`config.mk`:
```
export PLATFORM = sky130hd
export DESIGN_NAME = lsi_fifo
export DESIGN_NICKNAME = d
export VERILOG_FILES = /design/src/lsi_pkg.sv /design/src/lsi_fifo.sv
export SDC_FILE = /design/constraint.sdc
export NUM_CORES = 1
export LEC_CHECK = 0
export BUFFER_PORTS_ARGS = -buffer_cell sky130_fd_sc_hd__buf_2
export CORE_ASPECT_RATIO = 2
export CORE_MARGIN = 4
export CORE_UTILIZATION = 50
export CTS_CLUSTER_SIZE = 8
export DETAILED_ROUTE_END_ITERATION = 10
export PLACE_DENSITY = 0.74
export SLEW_MARGIN = 20
export SYNTH_ARGS = -nofsm -noshare
export SYNTH_HDL_FRONTEND = slang
export SYNTH_SLANG_ARGS = --single-unit
```
`constraint.sdc`:
```
create_clock -name clk -period 1.39 [get_ports clk]
set_clock_uncertainty 0.1 [all_clocks]
set_input_delay 0.278 -clock clk [delete_from_list [all_inputs] [get_ports clk]]
set_output_delay 0.278 -clock clk [all_outputs]
set_load 0.005 [all_outputs]
```
`src/lsi_pkg.sv`:
```
// ----------------------------------------------------------------------------
// Line segment intersection package
// Shared types and constants for the segment crossing pipeline.
// ----------------------------------------------------------------------------
package lsi_pkg;

    localparam int TOL_W = 16;
    localparam logic [TOL_W-1:0] TOL_RESET = 16'd16;

    localparam int FIFO_DEPTH = 4;
    localparam int FIFO_PTR_W = 2;

    // How a segment pair is resolved.
    typedef enum logic [2:0] {
        CLS_NONE,
        CLS_SAME,
        CLS_VH,
        CLS_UH,
        CLS_VV,
        CLS_UV,
        CLS_GEN
    } cls_t;

    typedef struct packed {
        cls_t cls;
        logic sel1;
        logic sel2;
        logic bound_first;
        logic bound_second;
    } lsi_ctrl_t;

endpackage

```
`src/lsi_fifo.sv`:
```
// ----------------------------------------------------------------------------
// Line segment intersection queue
// Short register queue between the front end and the back end.
// ----------------------------------------------------------------------------
module lsi_fifo #(
    parameter int DATA_W = 8
) (
    input  logic              clk,
    input  logic              rst_n,
    input  logic              push,
    input  logic [DATA_W-1:0] wdata,
    output logic              full,
    input  logic              pop,
    output logic [DATA_W-1:0] rdata,
    output logic              not_empty
);
    import lsi_pkg::*;

    logic [DATA_W-1:0]     mem [FIFO_DEPTH];
    logic [FIFO_PTR_W-1:0] wr_ptr_reg, rd_ptr_reg;
    logic [FIFO_PTR_W:0]   count_reg;

    assign full      = count_reg == (FIFO_PTR_W + 1)'(FIFO_DEPTH);
    assign not_empty = count_reg != '0;
    assign rdata     = mem[rd_ptr_reg];

    always_ff @(posedge clk)
    begin
        if (push)
            mem[wr_ptr_reg] <= wdata;
    end

    always_ff @(posedge clk or negedge rst_n)
    begin
        if (!rst_n)
        begin
            wr_ptr_reg <= '0;
            rd_ptr_reg <= '0;
            count_reg  <= '0;
        end
        else
        begin
            if (push)
                wr_ptr_reg <= wr_ptr_reg + 1'b1;
            if (pop)
                rd_ptr_reg <= rd_ptr_reg + 1'b1;
            if (push && !pop)
                count_reg <= count_reg + 1'b1;
            else if (pop && !push)
                count_reg <= count_reg - 1'b1;
        end
    end

endmodule

```
==> impl_metrics.yaml <==
clock_network:
  cts.sinks: 39
  clkTransAtPathRegs_ps: 80
  cts_buffer_depth: 2
  cts_tree: "built"
  clock-root-buffer: "clkbuf_8"
  clk_latency_ps: 280
  cts_made_buffers: 5
  cts_max_level: 2
global_routing:
  overflow: 0
  grt_first_pass_wirelength_um: 4290
  grt_max_degree: 13
  antenna_found_initial: 0
  grtUsageTotal: 0.156
  grt_pass1_vias: 893
route:
  wl_met1_um: 933
  num_vias: 797
  wl_met2_um: 1510
  routed_wl_um: 2600
  wl_per_cell_um: 17.3
  drt_pass1_iterations: 3
  drc: 0
  top_layer: "met4"
  final_antenna_net_count: 0
  drt_iter0_markers: 14
  routed_via_density: 5.31
  met3_length_um: 97
run_status:
  status: "finished, violations left"
  violations: "negative setup slack"
synthesis:
  synth_edf_count: 32
  yosysMostFrequentCell: "edfxtp_1"
  ys.flop_type: "edfxtp_1"
  yosysTopAreaCell: "edfxtp_1"
  synthTopCellsByCount: "edfxtp_1 (32), mux4_2 (8), dfrtp_1 (7), ha_1 (5)"
  synth_xor_xnor_area_share: 0.0339
  synth_top_area_share: 0.620
  yosys-top-cells-area: "edfxtp_1 (62%), mux4_2 (12%), dfrtp_1 (11%)"
  ys_warn_count: 0
  synthSimpleGateAreaFrac: 0.0323
  synthCells: 76
  synth_top_family_by_area: "multiplexers"
  syn_nets: 94
  synth_mux_area_frac: 0.124
  synth_fa_ha_area_frac: 0.0533
  yosys_register_bits: 39
  yosysSeqAreaShare: 0.733
  synth_area_mm2: 0.00155
  synth_compound_area_frac: 0.00323
  ys_async_sr_fraction: 0.179
  synth.distinct_cells: 17
  synth.avg_cell_area_um2: 20.4
floorplanning:
  boundaryPins: 22
  dieArea_mm2: 0.00411
  rows: 28
  die_h_um: 86.7
  coreArea_mm2: 0.00298
  start_util: 0.520
  die_w_um: 47.4
min_path:
  hold_path_end: "mem[1][4]"
  min_path_type: "input pin to register"
  hold_depth: 1
  hp-start: "wdata[4]"
worst_setup_path:
  endpoint_kind: "output port"
  critPathSlowestCell: "mux4_2"
  critPathKind: "register to output port"
  r2r.worst_path.cells: 5
  crit_buf_inv: 2
  critPathLaunchType: "register"
  rr_endpoint: "count_reg[2]"
  worstPathArrival_ps: 1470
  cpPeakStageDelay_ps: 500
  crit_chain: "buf_12 -> mux4_2 -> buf_6"
  cp_max_fo: 8
  crit_family: "multiplexers"
  reg2reg_from: "count_reg[0]"
  r2r_slack_ps: -90
  required_ps: 1010
sta:
  period_share: 1.33
  hold_viol: 0
  drv_slew: 0
  layout_setup_ws_ps: -456
  timing.setup.tns_ps: -3930
  grt_setup_unrepaired: "true"
  period_minus_slack_ps: 1850
  slew_headroom: 0.719
  worstMarginPinSlew_ps: 421
  setup_viol: 12
  fmax_mhz: 542
  hold_slack_ps: 103
placed_design:
  dp_hpwl_um: 1910
  post_dp_cell_area_mm2: 0.00184
  gp_congestion: 0.618
  port_buffers: 21
cells_and_area:
  multi_input_area_um2: 410
  seq_area_mm2: 0.00114
  fillers: 204
  post-route-cell-area_mm2: 0.00196
  largest_reg_flops: 32
  areaGrowthSynthToFinish_pct: 26.5
  layout-drive-gt1-share: 0.542
  antenna_cells: 0
  nets: 137
pwr:
  powerDensity_mw_per_mm2: 1960
  total_power_mw: 3.83
  irDropWorstVdd_uv: 1450
  power.leakage_nw: 0.768
job:
  maxCapViolCount: 0
## final cells by class
cell class,count,share of cell area
clock inverters,3,0.00766
well taps,30,0.0192
inverters,4,0.00894
clock buffers,5,0.0351
repair buffers,38,0.140
multi-input cells,31,0.209
flip-flops and latches,39,0.580
## metrics by stage
step | setup slack (ps) | cells | utilization
floorplan | 6.16 | 76 | -
global placement | -142 | 140 | 0.619
detailed placement | -190 | 140 | 0.619
CTS | -470 | 151 | 0.661
global route | -532 | 150 | 0.658
finish | -456 | 150 | 0.658
## routing by layer
metal,vias up,global-route usage
met4,0,0.0831
met5,-,0
met2,18,0.268
li1,375,-
met1,398,0.165
met3,6,0.0312
## placed cells by master, fill, tap and decap left out, drive strengths merged, types with 2 or more instances in the layout
cell     n
edfxtp  32
inv      4
ha       5
and2     4
clkinv   3
clkbuf   5
xor2     4
dfrtp    7
xnor2    2
mux4     8
buf     37
nand2    2
## worst max-delay path by stage
| stage | startpoint | endpoint | slack [ps] | depth (start not counted) |
|---|---|---|---|---|
| 3_3_place_gp | rd_ptr_reg[0] | rdata[5] | -140 | 3 |
| 5_1_grt | rd_ptr_reg[0] | rdata[5] | -530 | 3 |
| 4_1_cts | rd_ptr_reg[0] | rdata[6] | -470 | 3 |
| 3_5_place_dp | pop | count_reg[2] | -190 | 8 |
| 6_report | rd_ptr_reg[0] | rdata[5] | -460 | 3 |
| 2_1_floorplan | pop | count_reg[1] | 6 | 5 |
## cells by family (layout without fill, tap and decap cells)
| logic type | after synthesis | after routing |
|---|---|---|
| buf+inv | 6 | 50 |
| compound gates | 1 | 1 |
| flops | 39 | 39 |
| simple gates | 9 | 9 |
| fa+ha+maj | 6 | 6 |
| mux | 9 | 9 |
| xor+xnor | 6 | 6 |
## power breakdown
part           total [mW]  switching, mW  internal (mW)  leakage (nW)
sequential           1.74          0.171           1.57         0.376
combinational        1.38          0.531          0.849         0.344
clock               0.717          0.374          0.343        0.0477
## timing repair
item	CTS	global route
setup buffers	2	0
pin swaps	5	1
setup endpoints to repair	33	33
hold buffers	1	0
hold endpoints to repair	7	0
resized for setup	5	5
No activity file was read; power rests on OpenSTA's default activity.
